`config.mk`:
```
export PLATFORM = sky130hd
export DESIGN_NAME = text_to_char_lcd_nibbles
export DESIGN_NICKNAME = d
export VERILOG_FILES = /design/src/rtl/core/tclcd_pkg.sv /design/src/rtl/core/text_to_char_lcd_nibbles.sv
export SDC_FILE = /design/constraint.sdc
export NUM_CORES = 1
export LEC_CHECK = 0
export BUFFER_PORTS_ARGS = -buffer_cell sky130_fd_sc_hd__buf_2
export CORE_MARGIN = 2
export CORE_UTILIZATION = 30
export DETAILED_ROUTE_END_ITERATION = 8
export GPL_TIMING_DRIVEN = 0
export PLACE_DENSITY = 0.53
export SYNTH_ARGS = -nofsm -noshare
export SYNTH_HDL_FRONTEND = slang
export SYNTH_SLANG_ARGS = --single-unit
```
`constraint.sdc`:
```
create_clock -name clk -period 4.3 [get_ports clk]
set_input_delay 0.86 -clock clk [delete_from_list [all_inputs] [get_ports clk]]
set_output_delay 0.86 -clock clk [all_outputs]
set_load 0.01 [all_outputs]
```
`src/rtl/core/tclcd_pkg.sv`:
```
// ----------------------------------------------------------------------------
// tclcd_pkg
// Shared types and constants for the character display nibble writer.
// ----------------------------------------------------------------------------
package tclcd_pkg;

	localparam int IDX_W  = 3;  // configuration register index width
	localparam int DATA_W = 7;  // widest configuration register
	localparam int LEN_W  = 5;  // line_length width
	localparam int ADDR_W = 7;  // display address width
	localparam int COL_W  = 7;  // column count width
	localparam int LINE_W = 2;  // line number width
	localparam int CHAR_W = 8;
	localparam int NIB_W  = 4;

	// configuration register indexes
	localparam logic [IDX_W-1:0] REG_LINE_LENGTH  = 3'd0;
	localparam logic [IDX_W-1:0] REG_LINE_START_0 = 3'd1;
	localparam logic [IDX_W-1:0] REG_LINE_START_1 = 3'd2;
	localparam logic [IDX_W-1:0] REG_LINE_START_2 = 3'd3;
	localparam logic [IDX_W-1:0] REG_LINE_START_3 = 3'd4;

	// register reset values
	localparam logic [LEN_W-1:0]  LINE_LENGTH_RST  = 5'd20;
	localparam logic [ADDR_W-1:0] LINE_START_0_RST = 7'h00;
	localparam logic [ADDR_W-1:0] LINE_START_1_RST = 7'h40;
	localparam logic [ADDR_W-1:0] LINE_START_2_RST = 7'h14;
	localparam logic [ADDR_W-1:0] LINE_START_3_RST = 7'h54;

	localparam logic [CHAR_W-1:0] NEWLINE_CODE = 8'h0A;
	localparam logic [CHAR_W-1:0] SPACE_CODE   = 8'h20;
	localparam logic [COL_W-1:0]  COLUMN_MAX   = 7'd127;

	// register-select values
	localparam logic RS_CMD  = 1'b0;
	localparam logic RS_DATA = 1'b1;

	typedef enum logic [6:0] {
		ST_IDLE    = 7'b0000001,
		ST_PAD_HI  = 7'b0000010,
		ST_PAD_LO  = 7'b0000100,
		ST_ADDR_HI = 7'b0001000,
		ST_ADDR_LO = 7'b0010000,
		ST_CHAR_HI = 7'b0100000,
		ST_CHAR_LO = 7'b1000000
	} state_t;

endpackage

```
`src/rtl/core/text_to_char_lcd_nibbles.sv`:
```
// ----------------------------------------------------------------------------
// text_to_char_lcd_nibbles
// Turns a stream of characters into 4-bit register writes for a character
// display: data bytes for text, space padding and a set-address command on
// newline, every byte sent high nibble first.
// ----------------------------------------------------------------------------
//
//  channel  | direction | handshake            | payload
//  ---------+-----------+----------------------+-------------------------------
//  input    | in        | in_valid / in_ready  | character[7:0]
//  output   | out       | out_valid / out_ready| reg_select, nibble[3:0], last
//  config   | in        | wr_en (no wait)      | wr_index[2:0], wr_data[6:0]
//
//  Sequence: an ordinary character is accepted, then sent as two nibbles. A
//  newline is followed by P spaces of padding (0..31), then the set-address
//  command. One nibble leaves per cycle while out_ready is high; the
//  sequencer and its column compare unit set that pace. in_ready is high only
//  while the sequencer is idle. Reset: arst_n clears state, line/column
//  counters and out_valid, and loads the register reset values. No clearing pass.
//  Stalls: out_ready low holds the output register; the sequencer waits.
//
module text_to_char_lcd_nibbles #(
	parameter int LINE_COUNT = 4  // display lines, 1..4
) (
	input  logic                           clk,
	input  logic                           arst_n,
	// configuration
	input  logic                           wr_en,
	input  logic [tclcd_pkg::IDX_W-1:0]    wr_index,
	input  logic [tclcd_pkg::DATA_W-1:0]   wr_data,
	// character input
	input  logic                           in_valid,
	output logic                           in_ready,
	input  logic [tclcd_pkg::CHAR_W-1:0]   character,
	// nibble output
	output logic                           out_valid,
	input  logic                           out_ready,
	output logic                           reg_select,
	output logic [tclcd_pkg::NIB_W-1:0]    nibble,
	output logic                           last
);
	import tclcd_pkg::*;

	// configuration registers
	logic [LEN_W-1:0]  line_length_q;
	logic [ADDR_W-1:0] line_start_q [4];

	// sequencer state
	state_t             state_q;
	logic [CHAR_W-1:0]  char_q;
	logic [COL_W-1:0]   column_count_q;
	logic [LINE_W-1:0]  current_line_q;

	// output register
	logic               out_valid_q;
	logic               rs_q;
	logic [NIB_W-1:0]   nib_q;
	logic               last_q;

	// nibble offered by the sequencer this cycle
	logic               emit_valid;
	logic               emit_rs;
	logic [NIB_W-1:0]   emit_nib;
	logic               emit_last;
	logic               fire;

	// shared column compare unit
	logic [COL_W-1:0]   pad_col;
	logic               more_pad;

	// line advance
	logic [LINE_W:0]    line_sum;
	logic [LINE_W-1:0]  next_line;
	logic [ADDR_W-1:0]  cur_start;

	assign in_ready   = (state_q == ST_IDLE);
	assign out_valid  = out_valid_q;
	assign reg_select = rs_q;
	assign nibble     = nib_q;
	assign last       = last_q;

	// The one compare unit serves both the newline start (current column)
	// and each padding step (column after this space).
	assign pad_col  = (state_q == ST_PAD_LO) ? COL_W'(column_count_q + 7'd1) : column_count_q;
	assign more_pad = (pad_col < {2'b00, line_length_q});

	assign line_sum  = {1'b0, current_line_q} + 3'd1;
	assign next_line = (line_sum >= (LINE_W+1)'(LINE_COUNT)) ? '0 : line_sum[LINE_W-1:0];
	assign cur_start = line_start_q[current_line_q];

	// nibble selection per state
	always_comb begin
		emit_valid = 1'b1;
		emit_rs    = RS_DATA;
		emit_nib   = '0;
		emit_last  = 1'b0;
		case (state_q)
			ST_PAD_HI:  emit_nib = SPACE_CODE[7:4];
			ST_PAD_LO:  emit_nib = SPACE_CODE[3:0];
			ST_ADDR_HI: begin
				emit_rs  = RS_CMD;
				emit_nib = {1'b1, cur_start[6:4]};  // 128 + address
			end
			ST_ADDR_LO: begin
				emit_rs   = RS_CMD;
				emit_nib  = cur_start[3:0];
				emit_last = 1'b1;
			end
			ST_CHAR_HI: emit_nib = char_q[7:4];
			ST_CHAR_LO: begin
				emit_nib  = char_q[3:0];
				emit_last = 1'b1;
			end
			default:    emit_valid = 1'b0;
		endcase
	end

	assign fire = emit_valid && (!out_valid_q || out_ready);

	// configuration writes
	always_ff @(posedge clk or negedge arst_n) begin
		if (!arst_n) begin
			line_length_q   <= LINE_LENGTH_RST;
			line_start_q[0] <= LINE_START_0_RST;
			line_start_q[1] <= LINE_START_1_RST;
			line_start_q[2] <= LINE_START_2_RST;
			line_start_q[3] <= LINE_START_3_RST;
		end else if (wr_en) begin
			case (wr_index)
				REG_LINE_LENGTH:  line_length_q   <= wr_data[LEN_W-1:0];
				REG_LINE_START_0: line_start_q[0] <= wr_data;
				REG_LINE_START_1: line_start_q[1] <= wr_data;
				REG_LINE_START_2: line_start_q[2] <= wr_data;
				REG_LINE_START_3: line_start_q[3] <= wr_data;
				default: ;
			endcase
		end
	end

	// sequencer
	always_ff @(posedge clk or negedge arst_n) begin
		if (!arst_n) begin
			state_q        <= ST_IDLE;
			column_count_q <= '0;
			current_line_q <= '0;
		end else begin
			case (state_q)
				ST_IDLE: begin
					if (in_valid) begin
						if (character == NEWLINE_CODE) begin
							if (more_pad) begin
								state_q <= ST_PAD_HI;
							end else begin
								current_line_q <= next_line;
								column_count_q <= '0;
								state_q        <= ST_ADDR_HI;
							end
						end else begin
							state_q <= ST_CHAR_HI;
						end
					end
				end
				ST_PAD_HI: if (fire) state_q <= ST_PAD_LO;
				ST_PAD_LO: begin
					if (fire) begin
						if (more_pad) begin
							column_count_q <= pad_col;
							state_q        <= ST_PAD_HI;
						end else begin
							current_line_q <= next_line;
							column_count_q <= '0;
							state_q        <= ST_ADDR_HI;
						end
					end
				end
				ST_ADDR_HI: if (fire) state_q <= ST_ADDR_LO;
				ST_ADDR_LO: if (fire) state_q <= ST_IDLE;
				ST_CHAR_HI: if (fire) state_q <= ST_CHAR_LO;
				ST_CHAR_LO: begin
					if (fire) begin
						if (column_count_q < COLUMN_MAX) begin
							column_count_q <= column_count_q + 7'd1;
						end
						state_q <= ST_IDLE;
					end
				end
				default: state_q <= ST_IDLE;
			endcase
		end
	end

	// character hold register
	always_ff @(posedge clk) begin
		if (in_valid && in_ready) begin
			char_q <= character;
		end
	end

	// output register
	always_ff @(posedge clk or negedge arst_n) begin
		if (!arst_n) begin
			out_valid_q <= 1'b0;
		end else if (fire) begin
			out_valid_q <= 1'b1;
		end else if (out_ready) begin
			out_valid_q <= 1'b0;
		end
	end

	always_ff @(posedge clk) begin
		if (fire) begin
			rs_q   <= emit_rs;
			nib_q  <= emit_nib;
			last_q <= emit_last;
		end
	end

	// checks
	a_state_onehot: assert property (@(posedge clk) disable iff (!arst_n)
		$onehot(state_q))
		else $error("sequencer state not one-hot");

	a_pad_in_range: assert property (@(posedge clk) disable iff (!arst_n)
		(state_q == ST_PAD_HI || state_q == ST_PAD_LO) |->
			(column_count_q < {2'b00, line_length_q}))
		else $error("padding past line length");

	a_addr_col_zero: assert property (@(posedge clk) disable iff (!arst_n)
		(state_q == ST_ADDR_HI || state_q == ST_ADDR_LO) |-> (column_count_q == '0))
		else $error("column not cleared before address command");

	a_busy_after_accept: assert property (@(posedge clk) disable iff (!arst_n)
		(in_valid && in_ready) |=> !in_ready)
		else $error("ready right after accepting a character");

	a_last_ends_item: assert property (@(posedge clk) disable iff (!arst_n)
		(fire && emit_last) |=> (state_q == ST_IDLE))
		else $error("last nibble did not end the transaction");

endmodule
```
==> metrics.md <==
| Metric | Value |
|---|---|
| Leakage | `around 1.5 nW` |
| Root cell of the clock tree | `clkbuf_8` |
| Post-route total power | `about 1.8 mW` |
| First-pass GRT wire length | `around 12000 um` |
| Clock Sinks | `between 60 and 70` |
| Largest net degree at the start of global routing | `51` |
| Final worst-path setup slack | `724 ps` |
| All-Layer GR Usage | `a little over an eighth` |
| Critical path launch point type | `flip-flop` |
| Crit Path Category | `flip-flop to flip-flop` |
| DRT antenna net count | `0` |
| Maxcap violations | `0` |
| Synth Warn # | `0` |
| Dpl hpwl | `about 5100 um` |
| Setup_tns | `0 ps` |
| Async S/R FF share, synth | `roughly four fifths` |
| Worst-margin pin slew | `approximately 1200 ps` |
| Synth Cell Area | `around 3300 um2` |
| Worst setup EP type | `flip-flop` |
| First-pass DRT Iterations | `6` |
| RSZ-0062 raised after global routing | `no` |
| Largest stage delay on the critical path | `about 580 ps` |
| Req. time, crit path | `4530 ps` |
| H-tree depth | `3` |
| P&R area growth vs syn | `14.5%` |
| Seq/Total Area, Yosys | `between 50% and 60%` |
| VDD IR max | `~0.15 mV` |
| Worst-path clk slew | `around 70 ps` |
| Total CTS buffers | `9` |
| GPL Wtd Cong | `around 0.80` |
| Most used cell, CP | `nand2_1` |
| Setup Skew | `6.04 ps` |
| Number of distinct library cells after synthesis | `between 50 and 60` |
| Number of global-route vias before repair | `between 2k and 2.5k` |
| Worst skew pair latency | `340 ps` |
| Die Ht | `109 um` |
| Worst-path cell chain | `clkbuf_1, nor3_1, nand2_1, nand2_1, nand2_1, ha_1, o21a_1, o211ai_1, a31oi_2, a2111oi_4, or2_1, buf_6, mux2_4` |
| Top cells by area, synth | `dfrtp_1 31%, edfxtp_1 13%, mux2_2 11%` |
| Drt wl/cell | `~15 um` |
| Initial antenna violation count | `0` |
| Avg Cell Area, Syn | `around 12 um2` |
| CTS tree | `done` |
| IO buf count | `28` |
| Mapped Nets | `between 300 and 400` |
| Worst-case reg-to-reg path depth | `13` |
| Gate Count Post-Synth | `278` |
| Final period utilization | `83.2%` |
| Slew Limit Fails | `0` |
| Final setup viols | `0` |
| Vias/cell | `between 4 and 5` |
| Pre-CTS WS | `about 770 ps` |
| Status | `complete, no violations` |
| Core area | `between 10000 and 15000 um2` |
| Crit path time final | `3580 ps` |
| Max-Slew Margin vs Limit | `a little under a quarter` |
| Max Buffers Root-to-Sink | `2` |
| Hold/Removal Path Class | `flip-flop to flip-flop` |
| Die X | `between 100 and 150 um` |
| Vias post-DR | `~2.3k` |
| Share of cells above drive strength 1 | `approximately a third` |
| F_max | `0.280 GHz` |
| Number of synthesized register bits | `64` |
| Post-synth EDFFs | `14` |
| Layout Nets | `346` |
| Site Rows | `38` |
| Hold Vio Cnt, Final | `0` |
| Setup Fix Bufs, Post-CTS | `0` |
| Top-area cell type share of the netlist area | `31.0%` |
| Initial Util | `30.7%` |
| Ys flop type | `dfrtp_1` |
| Critical Path AT | `roughly 3800 ps` |
| WL final | `7060 um` |
| Slowest stage cell on the critical path | `nor3_1` |
| Grt ovf | `0` |
| Layout filler cell count | `1097` |
| Pwr Density | `~480 nW/um2` |
| WHS Path Cells | `1` |
| Worst Path Max Fanout | `10` |
| # DRC | `0` |
| Num ports | `31` |
| Synth area leader | `dfrtp_1` |
| ANT cells | `0` |
| Post-CTS Resized | `0` |
| Die ar. | `~12000 um2` |
| Hold_buf cts | `0` |
| Initial detailed-routing violation count | `103` |
area by class of cell:
type	count	area (um2)	area share, %
buffer	11	57.6	1.52
clock inverter	6	36.3	0.958
tap	140	175	4.62
multi-input combinational	192	1530	40.3
timing repair buffer	28	140	3.70
inverter	11	41.3	1.09
sequential	64	1680	44.4
clock buffer	10	128	3.37
logic make-up after synthesis:
| logic type | synth area share (%) |
|---|---|
| flops | 50.9 |
| mux | 15.8 |
| simple gates | 15.3 |
| compound gates | 11.5 |
| buf+inv | 2.99 |
| xor+xnor | 1.32 |
| fa+ha+maj | 2.27 |
power breakdown:
group / switching (mW) / internal (mW)
registers: 0.0543 / 0.773
clock network: 0.243 / 0.205
logic: 0.312 / 0.225
total: 0.609 / 1.20
sequential cells by signal, indices dropped and copies added, names as in the netlist, 2 cells and up:
register	count
state_q	7
char_q	8
column_count_q	7
current_line_q	2
line_length_q	5
nibble	4
line_start_q	28
metrics by stage:
stage / std cells / area (um2) / hold WS [ps] / util (%)
5_1_grt: 462 / 3790 / 525 / 35.1
2_1_floorplan: 278 / 3310 / 474 / -
4_1_cts: 462 / 3790 / 512 / 35.1
3_5_place_dp: 446 / 3620 / 495 / 33.6
6_report: 462 / 3790 / 507 / 35.1
3_3_place_gp: 446 / 3620 / 485 / 33.6
Yosys cell counts (4+ instances only):
master,n
a211oi_1,5
a21oi_1,5
a22oi_1,6
clkbuf_1,7
dfrtp_1,41
dfstp_2,9
edfxtp_1,14
ha_1,6
inv_1,11
mux2_2,31
mux4_2,7
nand2_1,29
nand3_1,9
nor2_1,19
nor3_1,5
o21ai_0,12
o21ai_1,4
o22ai_1,5
final timing paths:
| check | from | to | slack [ps] |
|---|---|---|---|
| max | state_q[1] | column_count_q[6] | 720 |
| min | line_start_q[22] | line_start_q[22] | 510 |
| max reg2reg | state_q[1] | column_count_q[6] | 720 |
| min reg2reg | line_start_q[22] | line_start_q[22] | 510 |
| max in group asynchronous | arst_n | state_q[6] | 2850 |
| min in group asynchronous | arst_n | column_count_q[4] | 740 |
critical path, delay by kind of cell (launching register included):
family,cells,cell delay (ps)
compound gates,4,900
fa+ha+maj,1,270
buf+inv,2,340
flops,1,360
mux,1,290
simple gates,5,1300
metal layers:
layer / part of all wire [%] / up-vias / GRT usage [%] / wire (um)
met5: 0 / - / 0 / 0
met4: 1.4 / 0 / 5.22 / 98
met3: 3.0 / 12 / 2.57 / 209
met2: 46 / 31 / 19.5 / 3230
met1: 50 / 1120 / 18.5 / 3530
li1: - / 1115 / - / -
cells in the final DEF, fill, tap and decap left out, types with 4 or more instances in the layout:
master	instances
nor2_1	19
o22ai_1	5
inv_1	11
o21ai_1	4
dfstp_2	9
a21oi_1	5
ha_1	6
nor3_1	5
clkbuf_1	8
buf_2	29
nand2_1	29
o21ai_0	12
nand3_1	9
mux2_2	31
clkbuf_8	9
a22oi_1	6
a211oi_1	5
mux4_2	7
dfrtp_1	41
edfxtp_1	14
Note: power is estimated with default switching activity, not from simulation.
